File: config.mk
export PLATFORM = sky130hd
export DESIGN_NAME = audio_sample_gain_lowpass_ulaw_top_flat
export DESIGN_NICKNAME = d
export VERILOG_FILES = /design/src/design/asglu_pkg.sv /design/src/design/asglu_if.sv /design/src/design/asglu_mulaw.sv /design/src/design/audio_sample_gain_lowpass_ulaw_top.sv /design/src/flat_wrapper.sv
export SDC_FILE = /design/constraint.sdc
export NUM_CORES = 1
export LEC_CHECK = 0
export BUFFER_PORTS_ARGS = -buffer_cell sky130_fd_sc_hd__buf_2
export CAP_MARGIN = 15
export CORE_UTILIZATION = 66
export CTS_BUF_LIST = sky130_fd_sc_hd__clkbuf_4 sky130_fd_sc_hd__clkbuf_8
export DETAILED_ROUTE_END_ITERATION = 8
export GPL_ROUTABILITY_DRIVEN = 0
export PLACE_DENSITY = 0.84
export SETUP_SLACK_MARGIN = 0.4
export SLEW_MARGIN = 20
export SYNTH_ARGS = -nofsm -noshare
export SYNTH_HDL_FRONTEND = slang
export SYNTH_SLANG_ARGS = --single-unit
File: constraint.sdc
create_clock -name clk_i -period 7.51 [get_ports clk_i]
set_input_delay 0.751 -clock clk_i [delete_from_list [all_inputs] [get_ports clk_i]]
set_output_delay 0.751 -clock clk_i [all_outputs]
set_load 0.02 [all_outputs]
File: src/design/asglu_pkg.sv
// Package with the types, constants and register codes of the audio gain/lowpass/mu-law block.
`default_nettype none

package asglu_pkg;

  // Payload and configuration widths.
  localparam int unsigned SAMPLE_W   = 16;
  localparam int unsigned PCT_W      = 8;
  localparam int unsigned CFG_DATA_W = 8;
  localparam int unsigned CFG_IDX_W  = 2;
  localparam int unsigned FMT_W      = 2;

  // Gain product: magnitude times percent.
  localparam int unsigned PROD_W = SAMPLE_W + PCT_W;

  // Exact division by 100 through a reciprocal: q = (p * DIV100_MULT) >> DIV100_SHIFT.
  // The rounding error stays below one part in 100 for every p below 2^24 / 1.2.
  localparam int unsigned DIV100_SHIFT = 30;
  localparam int unsigned DIV100_W     = 24;
  localparam logic [DIV100_W-1:0] DIV100_MULT =
    DIV100_W'(((64'd1 << DIV100_SHIFT) + 64'd99) / 64'd100);
  localparam int unsigned QUOT_W = 17;

  // Lowpass accumulator: x + 8*prev - prev needs four extra bits.
  localparam int unsigned ACC_W = SAMPLE_W + 4;

  // Mu-law encoder constants.
  localparam int unsigned MAG_W = 15;
  localparam logic [MAG_W-1:0] MU_BIAS = MAG_W'(132);
  localparam logic [MAG_W-1:0] MU_CLIP = MAG_W'(32635);

  // Configuration register indexes.
  typedef enum logic [CFG_IDX_W-1:0] {
    CFG_GAIN_EN   = 2'd0,
    CFG_GAIN_PCT  = 2'd1,
    CFG_FILT_MODE = 2'd2,
    CFG_OUT_FMT   = 2'd3
  } cfg_idx_e;

  // Output formats; the unused code acts like raw.
  typedef enum logic [FMT_W-1:0] {
    FMT_RAW   = 2'd0,
    FMT_SWAP  = 2'd1,
    FMT_MULAW = 2'd2
  } out_fmt_e;

endpackage

`default_nettype wire

File: src/design/asglu_if.sv
// Stream interfaces for the sample input and the output word channel.
`default_nettype none

interface asglu_in_if;
  logic                                  valid;
  logic                                  ready;
  logic signed [asglu_pkg::SAMPLE_W-1:0] sample;

  modport source (output valid, output sample, input ready);
  modport sink   (input valid, input sample, output ready);
endinterface

interface asglu_out_if;
  logic                           valid;
  logic                           ready;
  logic [asglu_pkg::SAMPLE_W-1:0] out_word;

  modport source (output valid, output out_word, input ready);
  modport sink   (input valid, input out_word, output ready);
endinterface

`default_nettype wire

File: src/design/asglu_mulaw.sv
// G.711 mu-law encoder: linear 16-bit sample to one code byte, combinational.
`default_nettype none

module asglu_mulaw (
  input  logic signed [asglu_pkg::SAMPLE_W-1:0] lin_i,
  output logic        [7:0]                     code_o
);

  logic                            sign;
  logic [asglu_pkg::SAMPLE_W:0]    mag;
  logic [asglu_pkg::MAG_W-1:0]     mag_clip;
  logic [asglu_pkg::MAG_W-1:0]     biased;
  logic [7:0]                      top;
  logic [2:0]                      expo;
  logic [3:0]                      mant;
  logic [asglu_pkg::MAG_W-1:0]     shifted;

  // Magnitude in 17 bits so that the most negative sample does not wrap.
  assign sign = lin_i[asglu_pkg::SAMPLE_W-1];
  assign mag  = sign ? ((asglu_pkg::SAMPLE_W+1)'(0) - {lin_i[asglu_pkg::SAMPLE_W-1], lin_i})
                     : {1'b0, lin_i};

  // Clip large magnitudes, then add the bias.
  assign mag_clip = (mag > {2'b00, asglu_pkg::MU_CLIP}) ? asglu_pkg::MU_CLIP
                                                        : mag[asglu_pkg::MAG_W-1:0];
  assign biased   = mag_clip + asglu_pkg::MU_BIAS;
  assign top      = biased[asglu_pkg::MAG_W-1:7];

  // Segment number is the position of the highest set bit of the top byte.
  always_comb begin
    expo = 3'd0;
    for (int i = 1; i < 8; i++) begin
      if (top[i]) begin
        expo = 3'(i);
      end
    end
  end

  // Four bits under the leading one form the step within the segment.
  assign shifted = biased >> ({2'b00, expo} + 5'd3);
  assign mant    = shifted[3:0];

  assign code_o = ~{sign, expo, mant};

endmodule

`default_nettype wire

File: src/design/audio_sample_gain_lowpass_ulaw_top.sv
// Top level of the audio sample gain, lowpass and mu-law output block.
//
// Usage: one signed 16-bit sample enters per item on in_s (valid/ready), and one
// 16-bit word leaves per item on out_m (valid/ready), in the same order.
// The word is the raw sample, the byte-swapped sample, or a mu-law byte in the
// low eight bits, as selected by the output format register.
// Configuration is a plain write port (cfg_we_i, cfg_idx_i, cfg_data_i) that the user
// must write only while no item is inside the block; the block does not enforce this.
// An item passes five registers: input register, percent product, reciprocal
// division by 100, gain and lowpass, formatting into the output register.
// Throughput: one item per cycle while out_m is not stalled, set by the five-stage
// pipeline in which each stage holds one item; the lowpass feedback register
// closes within one stage.
// Reset clears all valid bits, the configuration registers and the lowpass state.
// When the receiver stalls, the output word holds; the stages behind it keep
// filling their empty slots and in_s.ready drops only once all five are full.
`default_nettype none

module audio_sample_gain_lowpass_ulaw_top (
  input  logic                                    clk_i,
  input  logic                                    rst_ni,
  asglu_in_if.sink                                in_s,
  asglu_out_if.source                             out_m,
  input  logic                                    cfg_we_i,
  input  logic [asglu_pkg::CFG_IDX_W-1:0]         cfg_idx_i,
  input  logic [asglu_pkg::CFG_DATA_W-1:0]        cfg_data_i
);

  // Configuration registers.
  logic                           gain_en_q;
  logic [asglu_pkg::PCT_W-1:0]    gain_pct_q;
  logic                           filt_mode_q;
  logic [asglu_pkg::FMT_W-1:0]    out_fmt_q;

  // Pipeline valid bits and load enables.
  logic s1_v_q, s2_v_q, s3_v_q, s4_v_q, s5_v_q;
  logic ld1, ld2, ld3, ld4, ld5;

  // Stage payloads.
  logic signed [asglu_pkg::SAMPLE_W-1:0] s1_sample_q;
  logic signed [asglu_pkg::SAMPLE_W-1:0] s2_sample_q;
  logic        [asglu_pkg::PROD_W-1:0]   s2_prod_q;
  logic signed [asglu_pkg::SAMPLE_W-1:0] s3_sample_q;
  logic        [asglu_pkg::QUOT_W-1:0]   s3_quot_q;
  logic signed [asglu_pkg::SAMPLE_W-1:0] s4_val_q;
  logic        [asglu_pkg::SAMPLE_W-1:0] out_word_q;

  // Lowpass state.
  logic signed [asglu_pkg::SAMPLE_W-1:0] lp_prev_q;

  // Combinational datapath signals.
  logic        [asglu_pkg::SAMPLE_W-1:0]                     s1_mag;
  logic        [asglu_pkg::PROD_W-1:0]                       s1_prod;
  logic        [asglu_pkg::PROD_W+asglu_pkg::DIV100_W-1:0]   s2_recip;
  logic        [asglu_pkg::SAMPLE_W-1:0]                     s3_term;
  logic signed [asglu_pkg::SAMPLE_W-1:0]                     s3_gained;
  logic signed [asglu_pkg::ACC_W-1:0]                        s3_acc;
  logic signed [asglu_pkg::ACC_W-1:0]                        s3_acc_sh;
  logic signed [asglu_pkg::SAMPLE_W-1:0]                     s3_lp;
  logic signed [asglu_pkg::SAMPLE_W-1:0]                     s3_val;
  logic        [7:0]                                         s4_mulaw;
  logic        [asglu_pkg::SAMPLE_W-1:0]                     s4_word;

  // Configuration writes.
  always_ff @(posedge clk_i or negedge rst_ni) begin
    if (!rst_ni) begin
      gain_en_q   <= 1'b0;
      gain_pct_q  <= '0;
      filt_mode_q <= 1'b0;
      out_fmt_q   <= '0;
    end else if (cfg_we_i) begin
      unique case (cfg_idx_i)
        asglu_pkg::CFG_GAIN_EN:   gain_en_q   <= cfg_data_i[0];
        asglu_pkg::CFG_GAIN_PCT:  gain_pct_q  <= cfg_data_i[asglu_pkg::PCT_W-1:0];
        asglu_pkg::CFG_FILT_MODE: filt_mode_q <= cfg_data_i[0];
        asglu_pkg::CFG_OUT_FMT:   out_fmt_q   <= cfg_data_i[asglu_pkg::FMT_W-1:0];
        default: ;
      endcase
    end
  end

  // A stage loads when it is empty or when the stage after it moves on.
  assign ld5 = !s5_v_q || out_m.ready;
  assign ld4 = !s4_v_q || ld5;
  assign ld3 = !s3_v_q || ld4;
  assign ld2 = !s2_v_q || ld3;
  assign ld1 = !s1_v_q || ld2;

  assign in_s.ready     = ld1;
  assign out_m.valid    = s5_v_q;
  assign out_m.out_word = out_word_q;

  // Valid bits follow the items down the pipeline.
  always_ff @(posedge clk_i or negedge rst_ni) begin
    if (!rst_ni) begin
      s1_v_q <= 1'b0;
      s2_v_q <= 1'b0;
      s3_v_q <= 1'b0;
      s4_v_q <= 1'b0;
      s5_v_q <= 1'b0;
    end else begin
      if (ld1) s1_v_q <= in_s.valid;
      if (ld2) s2_v_q <= s1_v_q;
      if (ld3) s3_v_q <= s2_v_q;
      if (ld4) s4_v_q <= s3_v_q;
      if (ld5) s5_v_q <= s4_v_q;
    end
  end

  // Stage 1: magnitude of the sample times the gain percent.
  assign s1_mag  = s1_sample_q[asglu_pkg::SAMPLE_W-1] ? (asglu_pkg::SAMPLE_W'(0) - s1_sample_q)
                                                       : s1_sample_q;
  assign s1_prod = asglu_pkg::PROD_W'(s1_mag) * asglu_pkg::PROD_W'(gain_pct_q);

  // Stage 2: division by 100 as a multiplication by the reciprocal.
  assign s2_recip = (asglu_pkg::PROD_W+asglu_pkg::DIV100_W)'(s2_prod_q)
                  * (asglu_pkg::PROD_W+asglu_pkg::DIV100_W)'(asglu_pkg::DIV100_MULT);

  // Stage 3: signed gain term added with 16-bit wrap, then the optional lowpass.
  assign s3_term   = s3_sample_q[asglu_pkg::SAMPLE_W-1]
                   ? (asglu_pkg::SAMPLE_W'(0) - s3_quot_q[asglu_pkg::SAMPLE_W-1:0])
                   : s3_quot_q[asglu_pkg::SAMPLE_W-1:0];
  assign s3_gained = gain_en_q ? (s3_sample_q + $signed(s3_term)) : s3_sample_q;
  assign s3_acc    = asglu_pkg::ACC_W'(s3_gained)
                   + (asglu_pkg::ACC_W'(lp_prev_q) <<< 3)
                   - asglu_pkg::ACC_W'(lp_prev_q);
  assign s3_acc_sh = s3_acc >>> 3;
  assign s3_lp     = s3_acc_sh[asglu_pkg::SAMPLE_W-1:0];
  assign s3_val    = filt_mode_q ? s3_lp : s3_gained;

  // Stage 4: output formatting.
  asglu_mulaw u_mulaw (
    .lin_i  (s4_val_q),
    .code_o (s4_mulaw)
  );

  always_comb begin
    case (out_fmt_q)
      asglu_pkg::FMT_SWAP:  s4_word = {s4_val_q[7:0], s4_val_q[15:8]};
      asglu_pkg::FMT_MULAW: s4_word = {8'h00, s4_mulaw};
      default:              s4_word = s4_val_q;
    endcase
  end

  // Payload registers load with their stage.
  always_ff @(posedge clk_i) begin
    if (ld1) s1_sample_q <= in_s.sample;
    if (ld2) begin
      s2_sample_q <= s1_sample_q;
      s2_prod_q   <= s1_prod;
    end
    if (ld3) begin
      s3_sample_q <= s2_sample_q;
      s3_quot_q   <= s2_recip[asglu_pkg::DIV100_SHIFT +: asglu_pkg::QUOT_W];
    end
    if (ld4) s4_val_q   <= s3_val;
    if (ld5) out_word_q <= s4_word;
  end

  // Lowpass state advances with each filtered item leaving stage 3.
  always_ff @(posedge clk_i or negedge rst_ni) begin
    if (!rst_ni) begin
      lp_prev_q <= '0;
    end else if (ld4 && s3_v_q && filt_mode_q) begin
      lp_prev_q <= s3_lp;
    end
  end

endmodule

`default_nettype wire

File: src/flat_wrapper.sv
// flat-port wrapper written by rule: the top's interface ports become plain ports
module audio_sample_gain_lowpass_ulaw_top_flat 
  (clk_i, rst_ni, cfg_we_i, cfg_idx_i, cfg_data_i, in_s_valid, in_s_sample, in_s_ready, out_m_valid, out_m_out_word, out_m_ready);
  asglu_in_if in_s_i ();
  asglu_out_if out_m_i ();
  input  logic clk_i;
  input  logic rst_ni;
  input  logic cfg_we_i;
  input  logic [asglu_pkg::CFG_IDX_W-1:0] cfg_idx_i;
  input  logic [asglu_pkg::CFG_DATA_W-1:0] cfg_data_i;
  input wire logic [$bits(in_s_i.valid)-1:0] in_s_valid;
  input wire logic [$bits(in_s_i.sample)-1:0] in_s_sample;
  output wire logic [$bits(in_s_i.ready)-1:0] in_s_ready;
  output wire logic [$bits(out_m_i.valid)-1:0] out_m_valid;
  output wire logic [$bits(out_m_i.out_word)-1:0] out_m_out_word;
  input wire logic [$bits(out_m_i.ready)-1:0] out_m_ready;
  assign in_s_i.valid = in_s_valid;
  assign in_s_i.sample = in_s_sample;
  assign in_s_ready = in_s_i.ready;
  assign out_m_valid = out_m_i.valid;
  assign out_m_out_word = out_m_i.out_word;
  assign out_m_i.ready = out_m_ready;
  audio_sample_gain_lowpass_ulaw_top u_core (.clk_i(clk_i), .rst_ni(rst_ni), .in_s(in_s_i), .out_m(out_m_i), .cfg_we_i(cfg_we_i), .cfg_idx_i(cfg_idx_i), .cfg_data_i(cfg_data_i));
endmodule
==> out/summary.log, run 1 <==
qor: outcome.outcome finished, final reports clean
qor: drt.first_pass_iters 6
qor: clock_network.cts_inserted_buffers 17
qor: die.initial_core_utilization 0.6753
qor: die.core_region_area 33,700 µm²
qor: logic_synthesis.ys.warnings.count 0
qor: layout.layout.cell_area.non_filler 24,080 µm²
qor: die.rows 67
qor: timing.clock_skew 25.76 ps
qor: timing.worst-slew-pin-transition 911.3 ps
qor: placed_design.detailed_place.area 23,520 µm²
qor: timing.final-hold-violation-count 0
qor: timing.timing.final.crit_period 6875 ps
qor: setup_path.end_kind flip-flop
qor: clock_network.maximum_number_of_buffers_from_clock_root_to_sink 2
qor: timing.timing.fmax 0.1455 GHz
qor: grt.grt_first_pass_wirelength 89.34 mm
qor: drt.routed-via-count 16,410
qor: timing.timing.max_slew.rel_slack 0.3881
qor: clock_network.cts_tree done
qor: logic_synthesis.synthFlopType edfxtp_1
qor: grt.global_route.usage.total 0.3265
qor: grt.grt_remaining_overflow 0
qor: drt.routed_wl_per_cell 20.14 µm
qor: grt.grt_max_degree 42
qor: logic_synthesis.sequential_area_share_after_synthesis 0.1946
qor: setup_path.worst_path_maximum_fanout 9
qor: die.pin_count 49
qor: clock_network.cts_root_buffer clkbuf_8
qor: setup_path.regToRegEndpoint u_core.s3_quot_q[15]
qor: hold_path.hp-class input port to asynchronous set/reset pin
qor: setup_path.criticalPathCategory flip-flop to flip-flop
qor: die.die-height 187.7 µm
qor: timing.setup_viol 0
qor: grt.antenna_found_initial 0
qor: logic_synthesis.synth_top_cells_by_area fa_1 29%, ha_1 19%, edfxtp_1 16%
qor: logic_synthesis.synthesis.area_per_instance 10.28 µm²
qor: setup_path.setup.worst_path.start_class flip-flop
qor: timing.fin_crit_sh 0.9154
qor: layout.design.final.nets 2,975
qor: clock_network.clkSinkCount 153
qor: timing.setup_total_negative_slack 0 ps
qor: setup_path.crit-reg2reg-launch u_core.s2_prod_q[14]
qor: logic_synthesis.netlist.top_cell.by_area fa_1
qor: clock_network.ctsHtreeMaxLevel 4
qor: logic_synthesis.post_synth_num_cell_types 76
qor: clock_network.path_clk_slew 110 ps
qor: drt.detail_route.wirelength 54.97 mm
qor: setup_path.worst-endpoint-arrival 7110 ps
qor: logic_synthesis.synth.mux.area_fraction 0.02150
qor: layout.fraction_of_final_layout_cells_sized_beyond_drive_strength_1 0.07756
qor: logic_synthesis.yosys.area_share.adder 0.4780
qor: logic_synthesis.mappedNetlistNets 2,920
qor: placed_design.hpwlAfterDp 45.29 mm
qor: drt.drcViolationCount 0
qor: die.die_w 187.7 µm
qor: drt.route.antenna.remaining_nets 0
qor: timing.rsz0062_at_grt true
qor: setup_path.ff2ff_path_depth 23
qor: layout.area_growth_from_synthesis_to_layout 5.795%
qor: logic_synthesis.synthesis.instances 2,214
qor: logic_synthesis.dominant_combinational_cell_family_by_area_after_synthesis adder cells
qor: setup_path.worst-r2r-setup-slack 640 ps
qor: grt.via_count_of_the_first_global_routing_pass 17,770
qor: drt.vias_per_cell 6.010
qor: clock_network.clk-insertion-delay-late 500 ps
qor: die.die_area 35,230 µm²
qor: timing.drv_slew 0
qor: logic_synthesis.synth_enable_flop_cells 120
qor: drt.dr.first_iter.drc_count 1,577
qor: placed_design.quantity_of_i_o_buffers_inserted_on_ports 48
qor: logic_synthesis.synth_simple_gate_area_share 0.09390
qor: logic_synthesis.yosys.area_share.xor_xnor 0.04349
qor: clock_network.post_cts_hold_buffer_count 0
qor: logic_synthesis.ys_seq_elements 153
qor: logic_synthesis.synth_async_sr_flop_share 0.2157
qor: layout.antenna-diode-count 0
qor: logic_synthesis.synth_compound_area_frac 0.07560
qor: logic_synthesis.synth_largest_type_area_fraction 0.2850
qor: logic_synthesis.mappedNetlistArea 22,760 µm²
qor: job.maxCapViolCount 0
qor: setup_path.cp.required 7750 ps
-- cell families after synthesis --
kind of cell,after synthesis
xor+xnor,113
simple gates,422
buf+inv,555
mux,44
compound gates,252
flops,153
fa+ha+maj,675
-- registers in the layout, indices dropped and copies added (netlist names), 2 cells and up --
signal,flops
u_core.s2_prod_q,24
u_core.lp_prev_q,16
u_core.out_m.out_word,16
u_core.s1_sample_q,16
u_core.s2_sample_q,16
u_core.s3_quot_q,16
u_core.s3_sample_q,16
u_core.s4_val_q,16
u_core.gain_pct_q,8
u_core.out_fmt_q,2
-- area by class of cell --
cell class	count	area, µm²
clock buffers	18	241.5
clock inverters	14	182.7
fillers	2249	9623
inverters	514	1929
multi-input cells	1506	16280
flip-flops and latches	153	4429
well taps	448	560.5
repair buffers	77	457.9
-- per-stage QoR --
step	instances	hold WS, ps	setup WS, ps	utilization
after detailed placement	2688	404.5	159.5	0.6980
after global routing	2730	403.3	376.7	0.7145
after CTS	2729	376.5	487.0	0.7127
final	2730	361.0	635.3	0.7145
after floorplan	2214	400.3	1078	-
after global placement	2688	402.2	640.3	0.6980
-- critical path, stage by stage, from the launching register on --
cell,delay [ps]
edfxtp_1,650
ha_1,460
inv_1,90
fa_1,510
fa_1,520
inv_1,50
fa_1,550
fa_1,440
fa_1,490
inv_1,50
fa_1,480
inv_1,50
ha_1,300
a21o_1,180
a21o_1,190
a211oi_1,320
o2111ai_1,200
nand3_2,170
o21ai_1,140
nand3_2,150
a311o_1,160
nand4b_1,140
a21oi_1,220
xnor2_1,90
-- synth_stat cells (4+ instances only) --
| library cell | instances |
|---|---|
| a211oi_1 | 15 |
| a21o_1 | 19 |
| a21oi_1 | 60 |
| a22o_1 | 6 |
| a22oi_1 | 7 |
| a31oi_1 | 8 |
| and2_1 | 62 |
| and3_1 | 7 |
| buf_2 | 7 |
| clkbuf_1 | 31 |
| dfrtp_1 | 33 |
| edfxtp_1 | 120 |
| fa_1 | 324 |
| ha_1 | 351 |
| inv_1 | 514 |
| mux2_2 | 39 |
| mux2i_1 | 5 |
| nand2_1 | 138 |
| nand2b_1 | 20 |
| nand3_1 | 32 |
| nand3b_1 | 4 |
| nand4_1 | 6 |
| nor2_1 | 56 |
| nor2b_1 | 25 |
| nor3_1 | 21 |
| nor4_1 | 8 |
| o2111ai_1 | 5 |
| o211ai_1 | 4 |
| o21a_1 | 6 |
| o21ai_0 | 52 |
| o21ai_1 | 7 |
| o31ai_1 | 18 |
| or2_2 | 9 |
| or3_1 | 16 |
| or4_1 | 5 |
| xnor2_1 | 83 |
| xor2_1 | 30 |
-- worst max-delay path by stage --
stage | from | endpoint | cells past startpoint
detailed placement | u_core.s2_prod_q[8] | u_core.s3_quot_q[13] | 25
finish | u_core.s2_prod_q[14] | u_core.s3_quot_q[15] | 23
floorplan | u_core.s2_prod_q[9] | u_core.s3_quot_q[13] | 23
CTS | u_core.s2_prod_q[10] | u_core.s3_quot_q[13] | 26
global placement | u_core.s2_prod_q[4] | u_core.s3_quot_q[13] | 23
global route | u_core.s1_sample_q[2] | u_core.s2_prod_q[22] | 22
-- cells in the final DEF, fill, tap and decap left out, types with 15 or more instances in the layout --
| cell | n |
|---|---|
| inv_1 | 514 |
| ha_1 | 351 |
| fa_1 | 324 |
| nand2_1 | 138 |
| edfxtp_1 | 120 |
| xnor2_1 | 81 |
| and2_1 | 62 |
| a21oi_1 | 59 |
| nor2_1 | 56 |
| o21ai_0 | 51 |
| buf_2 | 48 |
| mux2_2 | 39 |
| dfrtp_1 | 33 |
| xor2_1 | 30 |
| nand3_1 | 29 |
| buf_4 | 29 |
| nor2b_1 | 25 |
| nor3_1 | 21 |
| nand2b_1 | 20 |
| a21o_1 | 19 |
| o31ai_1 | 18 |
| clkbuf_8 | 17 |
| or3_1 | 16 |
| a211oi_1 | 15 |
-- layer usage --
metal,GRT usage,wire length (µm),vias to the layer above
li1,-,-,7306
met1,0.4008,20990,8072
met2,0.5575,26860,827
met3,0.06719,4689,201
met4,0.1435,2429,0
met5,0,0,-
-- what timing repair did --
action	in CTS	in global routing
buffers inserted	9	1
gates resized for setup	2	8
pin swaps	0	3
setup endpoints to repair	6	10
Power of run 1 is not shown: default switching activity piles up to over one toggle a cycle in this logic, so the estimate is an artifact.
==> inputs of run 2 (changes only) <==
--- a/config.mk
+++ b/config.mk
@@ -5,6 +5,7 @@
 export SDC_FILE = /design/constraint.sdc
 export NUM_CORES = 1
 export LEC_CHECK = 0
+export ABC_AREA = 1
 export BUFFER_PORTS_ARGS = -buffer_cell sky130_fd_sc_hd__buf_2
 export CAP_MARGIN = 15
 export CORE_UTILIZATION = 66
==> run 2 against run 1 <==
Compared with the run above:
- the flow now finishes with violations (design-rule violations)
- critical path type unchanged
- cell count up 12%
- via count up 8.3%
- flip-flop and latch count did not move
- sequential share of layout area decreased by 0.11 points
- critical path depth grew 7
- wire length grew 0.90%
- die area rose by 1.4%
- design area up 0.59%
- area after synthesis rose by 1.4%
- clock-buffer cell count decreased by 1
- largest cell class unchanged
==> out/summary.log, run 2 <==
qor: outcome.outcome finished with violations
qor: outcome.violations design-rule violations
qor: logic_synthesis.synth_common_cells 636 x inv_1, 374 x nand2_1, 351 x ha_1
qor: die.core_region_area 34,460 µm²
qor: layout.area_growth_from_synthesis_to_layout 4.979%
qor: layout.combined_flip_flop_and_latch_cell_area 4429 µm²
qor: setup_path.critPathMaxStageDelay 570 ps
qor: layout.layout.cells.most_common_list 636 x inv_1, 374 x nand2_1, 351 x ha_1
qor: drt.drcViolationCount 1
qor: timing.worst-slew-pin-transition 917.2 ps
qor: clock_network.clkSinkCount 153
qor: logic_synthesis.post_synth_num_cell_types 52
qor: timing.setup_total_negative_slack 0 ps
qor: setup_path.timing.critical_path.slowest_stage_cell edfxtp_1
qor: drt.detail_route.wirelength 55.46 mm
qor: setup_path.cp.required 7770 ps
qor: timing.rsz0062_at_grt true
qor: placed_design.hpwlAfterDp 46.80 mm
qor: logic_synthesis.synthesis.instances 2,548
qor: clock_network.clk-insertion-delay-late 500 ps
qor: layout.top_register u_core.s2_prod_q
qor: setup_path.worst_path_maximum_fanout 11
qor: setup_path.worst-path-buf-inv 8
qor: drt.route.antenna.remaining_nets 0
qor: grt.global_route.usage.total 0.3322
qor: timing.timing.fmax 0.1490 GHz
qor: logic_synthesis.dominant_combinational_cell_family_by_area_after_synthesis adder cells
qor: logic_synthesis.ys.warnings.count 0
qor: timing.fin_crit_sh 0.8934
qor: layout.multiInputGateArea 16,100 µm²
qor: logic_synthesis.yosys.area_share.xor_xnor 0.03146
qor: logic_synthesis.synthesis.area_per_instance 9.054 µm²
qor: clock_network.post-cts-setup-buffers 0
qor: setup_path.setup.worst_path.start_class flip-flop
qor: setup_path.worst-endpoint-arrival 6970 ps
qor: hold_path.hp-class input port to asynchronous set/reset pin
qor: logic_synthesis.yosys.area_share.adder 0.4715
qor: timing.setup_viol 0
qor: logic_synthesis.sequential_area_share_after_synthesis 0.1920
qor: logic_synthesis.mappedNetlistArea 23,070 µm²
qor: grt.grt_first_pass_wirelength 92.49 mm
qor: setup_path.end_kind flip-flop
qor: setup_path.criticalPathCategory flip-flop to flip-flop
qor: logic_synthesis.synth_largest_type_area_fraction 0.2812
qor: grt.antenna_found_initial 0
qor: drt.routed-via-count 17,770
qor: logic_synthesis.synth_top_cells_by_area fa_1 28%, ha_1 19%, edfxtp_1 16%
qor: logic_synthesis.synth_async_sr_flop_share 0.2157
qor: clock_network.cts_root_buffer clkbuf_8
qor: layout.design.final.nets 3,297
qor: logic_synthesis.synth_simple_gate_area_share 0.1293
qor: timing.final-hold-violation-count 0
qor: die.initial_core_utilization 0.6695
qor: layout.largest_register_ff_count 24
qor: drt.dr.first_iter.drc_count 1,498
qor: drt.routed_wl_per_cell 18.13 µm
qor: logic_synthesis.synth.most_common_cell inv_1
qor: die.pin_count 49
qor: clock_network.cts_tree done
qor: logic_synthesis.mappedNetlistNets 3,254
qor: die.die_w 189.0 µm
qor: timing.timing.max_slew.rel_slack 0.3829
qor: logic_synthesis.ys_seq_elements 153
qor: die.die-height 189.0 µm
qor: layout.fillCellCount 2,497
qor: logic_synthesis.synth_enable_flop_cells 120
qor: die.die_area 35,710 µm²
qor: setup_path.timing.critical_path.mode_cell inv_1
qor: layout.fraction_of_final_layout_cells_sized_beyond_drive_strength_1 0.05146
qor: logic_synthesis.synth.mux.area_fraction 0.0008678
qor: die.rows 68
qor: drt.first_pass_iters 9
qor: clock_network.path_clk_slew 110 ps
qor: grt.grt_max_degree 41
qor: logic_synthesis.synth_compound_area_frac 0.06422
qor: logic_synthesis.netlist.top_cell.by_area fa_1
qor: job.maxCapViolCount 0
qor: layout.antenna-diode-count 0
qor: grt.via_count_of_the_first_global_routing_pass 18,900
qor: layout.most_common_cell_after_layout_fill_and_taps_aside inv_1
qor: timing.clock_skew 13.53 ps
qor: timing.drv_slew 0
qor: setup_path.crit_family adder cells
qor: layout.layout.core_utilization 0.7028
qor: clock_network.maximum_number_of_buffers_from_clock_root_to_sink 2
qor: clock_network.ctsHtreeMaxLevel 4
qor: grt.grt_remaining_overflow 0
qor: timing.timing.final.crit_period 6709 ps
qor: drt.vias_per_cell 5.809
qor: placed_design.quantity_of_i_o_buffers_inserted_on_ports 48
qor: clock_network.cts_inserted_buffers 17
qor: logic_synthesis.synthFlopType edfxtp_1
[run 2: changes by cell type in the layout (fill, tap and decap cells not counted), sizes merged, moves of 39 or more]
cell   previous run  this run
nand2           138       391
inv             521       650
nor2             56       155
and2             63         0
xnor2            83        24
nand3            32        90
a21oi            61       108
o21ai            59       100
mux2             39         0
[run 2: repair_timing]
action / 4_1_cts / 5_1_grt
setup endpoints to repair: 0 / 3
resized for setup: 0 / 2
hold buffers: 0 / 0
[run 2: kinds of logic after synthesis]
group,Yosys count
and+or+nand+nor,698
adders and majority gates,675
buffers and inverters,673
AOI/OAI and AO/OA,265
DFF,153
xor gates and xnor gates,82
muxes,2
[run 2: cell type report]
cell class              instances  area share
well taps                     455     0.02351
multi-input cells            1722      0.6646
repair buffers                 52     0.01116
clock inverters                15    0.008215
flip-flops and latches        153      0.1829
inverters                     645     0.09997
clock buffers                  17    0.009661
[run 2: final timing paths]
check | startpoint | endpoint | slack, ps | cells past startpoint
min in group clk_i | u_core.s2_sample_q[3] | u_core.s3_sample_q[3] | 420 | 0
max in group asynchronous | rst_ni | u_core.lp_prev_q[8] | 6560 | 1
setup reg to reg | u_core.s1_sample_q[0] | u_core.s2_prod_q[23] | 800 | 30
setup / recovery | u_core.s1_sample_q[0] | u_core.s2_prod_q[23] | 800 | 30
hold reg to reg | u_core.s2_sample_q[3] | u_core.s3_sample_q[3] | 420 | 0
hold / removal | rst_ni | u_core.gain_pct_q[4] | 380 | 1
[run 2: per-stage QoR]
stage | worst slack [ps] | hold WS, ps | std cells | area, µm²
floorplan | 1516 | 400.3 | 2548 | 23070
global placement | 1077 | 402.6 | 3027 | 23780
detailed placement | 775.5 | 404.5 | 3027 | 23780
CTS | 738.5 | 392.3 | 3059 | 24210
global route | 352.9 | 399.0 | 3059 | 24220
finish | 800.6 | 378.8 | 3059 | 24220
[run 2: metal layers]
layer | routed length [µm] | GRT usage | up-vias
met5 | 0 | 0 | -
li1 | - | - | 8080
met2 | 27620 | 0.5732 | 854
met4 | 2390 | 0.1455 | 0
met3 | 4493 | 0.05561 | 198
met1 | 20960 | 0.4117 | 8637
Power of run 2 is left out for the same reason.
==> inputs of run 3 (changes only) <==
--- a/config.mk
+++ b/config.mk
@@ -17,4 +17,5 @@
 export SLEW_MARGIN = 20
 export SYNTH_ARGS = -nofsm -noshare
 export SYNTH_HDL_FRONTEND = slang
+export SYNTH_HIERARCHICAL = 1
 export SYNTH_SLANG_ARGS = --single-unit
==> run 3 against run 2 <==
Compared with the run above:
- the run now ends clean
- global-route usage rose by 1.7 points
- area after synthesis increased by 7.9%
- fmax up 5.5%
- worst hold slack got worse by 12 ps
- non-clock buffer count fell by 1
- clock skew up 21 ps
- core utilization rose by 0.26 points
- synthesized cell count rose by 16%
- critical path type unchanged
- highest routed layer unchanged
==> out/summary.log, run 3 <==
qor: layout.antenna-diode-count 0
qor: layout.multiInputGateArea 17,480 µm²
qor: setup_path.worst_path_maximum_fanout 11
qor: layout.most_common_cell_after_layout_fill_and_taps_aside inv_1
qor: grt.antenna_found_initial 0
qor: logic_synthesis.ys.warnings.count 6
qor: logic_synthesis.synthFlopType edfxtp_1
qor: logic_synthesis.ys_seq_elements 153
qor: outcome.outcome finished, final reports clean
qor: setup_path.cp.required 7720 ps
qor: die.initial_core_utilization 0.6750
qor: logic_synthesis.synth_enable_flop_cells 120
qor: setup_path.timing.critical_path.slowest_stage_cell edfxtp_1
qor: clock_network.cts_tree done
qor: timing.setup_viol 0
qor: logic_synthesis.mappedNetlistArea 24,890 µm²
qor: drt.drcViolationCount 0
qor: job.maxCapViolCount 0
qor: logic_synthesis.post_synth_num_cell_types 57
qor: logic_synthesis.synth_common_cells 737 x inv_1, 469 x nand2_1, 351 x ha_1
qor: placed_design.pre_cts_slack 1277 ps
qor: timing.final-hold-violation-count 0
qor: timing.timing.fmax 0.1573 GHz
qor: setup_path.end_kind flip-flop
qor: clock_network.maximum_number_of_buffers_from_clock_root_to_sink 2
qor: setup_path.worst-path-buf-inv 6
qor: logic_synthesis.synthesis.area_per_instance 8.415 µm²
qor: clock_network.post_cts_hold_buffer_count 0
qor: layout.layout.cells.most_common_list 737 x inv_1, 469 x nand2_1, 351 x ha_1
qor: setup_path.cells_along_the_critical_path inv_1 -> fa_1 -> inv_1 -> ha_1 -> fa_1 -> inv_1 -> fa_1 -> inv_1 -> fa_1 -> fa_1 -> inv_1 -> fa_1 -> inv_1 -> ha_1 -> a21oi_1 -> nand2_1 -> a21boi_0 -> o21ai_0 -> nand2_1 -> nand3_1 -> xor2_1
qor: timing.worst-slew-pin-transition 819.7 ps
qor: die.die-height 196.2 µm
qor: hold_path.hp-class input port to asynchronous set/reset pin
qor: timing.fin_ws 1153 ps
qor: logic_synthesis.mappedNetlistNets 3,664
qor: setup_path.setup.worst_path.start_class flip-flop
qor: drt.detail_route.wirelength 64.24 mm
qor: timing.fin_crit_sh 0.8464
qor: drt.routed_met1_length 24.60 mm
qor: logic_synthesis.sequential_area_share_after_synthesis 0.1780
qor: setup_path.crit_family adder cells
qor: timing.rsz0062_at_grt false
qor: logic_synthesis.synth.most_common_cell inv_1
qor: timing.final.hold.worst_slack 366.7 ps
qor: drt.met3_length 6.101 mm
qor: layout.largest_register_ff_count 24
qor: layout.fin_cells 3,512
qor: clock_network.cts_root_buffer clkbuf_8
qor: logic_synthesis.synth_largest_type_area_fraction 0.2606
qor: logic_synthesis.synth_top_cells_by_area fa_1 26%, ha_1 18%, edfxtp_1 14%
qor: grt.via_count_of_the_first_global_routing_pass 20,920
qor: die.core_region_area 36,870 µm²
qor: setup_path.criticalPathCategory flip-flop to flip-flop
qor: drt.first_pass_iters 6
qor: clock_network.clk-insertion-delay-late 480 ps
qor: drt.routed-via-count 20,320
qor: clock_network.post-cts-setup-buffers 0
qor: drt.wl_met2 30.47 mm
qor: timing.clock_skew 34.09 ps
qor: layout.fillCellCount 2,707
qor: die.pin_count 49
qor: clock_network.cts_inserted_buffers 17
qor: grt.grt_remaining_overflow 0
qor: timing.timing.final.crit_period 6357 ps
qor: drt.route.antenna.remaining_nets 0
qor: timing.timing.max_slew.rel_slack 0.4535
qor: layout.top_register u_core/s2_prod_q
qor: placed_design.quantity_of_i_o_buffers_inserted_on_ports 48
qor: placed_design.hpwlAfterDp 55.02 mm
qor: drt.vias_per_cell 5.785
qor: layout.design.final.nets 3,701
qor: clock_network.path_clk_slew 120 ps
qor: die.die_w 196.2 µm
qor: clock_network.ctsHtreeMaxLevel 4
qor: grt.grt_max_degree 41
qor: clock_network.post_cts_resized 0
qor: logic_synthesis.netlist.top_cell.by_area fa_1
qor: logic_synthesis.synth_async_sr_flop_share 0.2157
qor: timing.drv_slew 0
qor: die.rows 70
qor: clock_network.clkSinkCount 153
qor: placed_design.placed_cells_incl_taps 3,480
qor: layout.fraction_of_final_layout_cells_sized_beyond_drive_strength_1 0.04887
qor: layout.combined_flip_flop_and_latch_cell_area 4429 µm²
qor: die.die_area 38,490 µm²
qor: logic_synthesis.synthesis.instances 2,958
qor: setup_path.critPathMaxStageDelay 830 ps
qor: drt.topRoutingLayerUsed met4
qor: drt.dr.first_iter.drc_count 1,859
qor: drt.routed_wl_per_cell 18.29 µm
qor: setup_path.worst-endpoint-arrival 6560 ps
qor: grt.global_route.usage.total 0.3497
qor: grt.grt_first_pass_wirelength 104.4 mm
qor: timing.setup_total_negative_slack 0 ps
qor: layout.area_growth_from_synthesis_to_layout 4.504%
==> run 3: cell type report <==
type	count	area share
clock buffer	18	0.009524
clock inverter	14	0.005628
inverter	749	0.1082
multi-input combinational	2023	0.6720
sequential	153	0.1703
tap	504	0.02424
timing repair buffer	51	0.01010
==> run 3: routing by layer <==
metal | vias to the layer above | GRT usage
met2 | 1139 | 0.5878
met5 | - | 0
li1 | 9296 | -
met4 | 0 | 0.1557
met3 | 257 | 0.06429
met1 | 9624 | 0.4419
==> run 3: path summary, 6_finish.rpt <==
| path | startpoint | endpoint | slack (ps) | cells after the start |
|---|---|---|---|---|
| max in group asynchronous | rst_ni | u_core/gain_pct_q[7] | 6610 | 1 |
| max reg2reg | u_core/s2_prod_q[4] | u_core/s3_quot_q[14] | 1150 | 21 |
| min in group clk_i | u_core/s2_sample_q[13] | u_core/s3_sample_q[13] | 410 | 0 |
| min | rst_ni | u_core/s4_v_q | 370 | 1 |
| max | u_core/s2_prod_q[4] | u_core/s3_quot_q[14] | 1150 | 21 |
| min reg2reg | u_core/s2_sample_q[13] | u_core/s3_sample_q[13] | 410 | 0 |
==> run 3: through the flow <==
stage | utilization | area (µm²)
after global routing | 0.7054 | 26010
after CTS | 0.7054 | 26010
final | 0.7054 | 26010
after floorplan | - | 24890
after global placement | 0.6947 | 25620
after detailed placement | 0.6947 | 25620
==> run 3: worst reg2reg max path, cell delays in order, from the launching register on <==
cell,delay [ps]
edfxtp_1,830
inv_1,240
fa_1,580
inv_1,50
ha_1,190
fa_1,490
inv_1,60
fa_1,540
inv_1,50
fa_1,410
fa_1,530
inv_1,50
fa_1,510
inv_1,50
ha_1,330
a21oi_1,210
nand2_1,100
a21boi_0,340
o21ai_0,190
nand2_1,90
nand3_1,90
xor2_1,150
==> run 3: logic make-up after synthesis <==
group	count (synthesis)	share of synthesized area
and+or+nand+nor	983	0.1733
xor gates and xnor gates	71	0.02529
muxes	1	0.0004022
buffers and inverters	782	0.1197
AOI/OAI and AO/OA	293	0.06626
DFF	153	0.1780
adders and majority gates	675	0.4370
Power of run 3 is left out for the same reason.
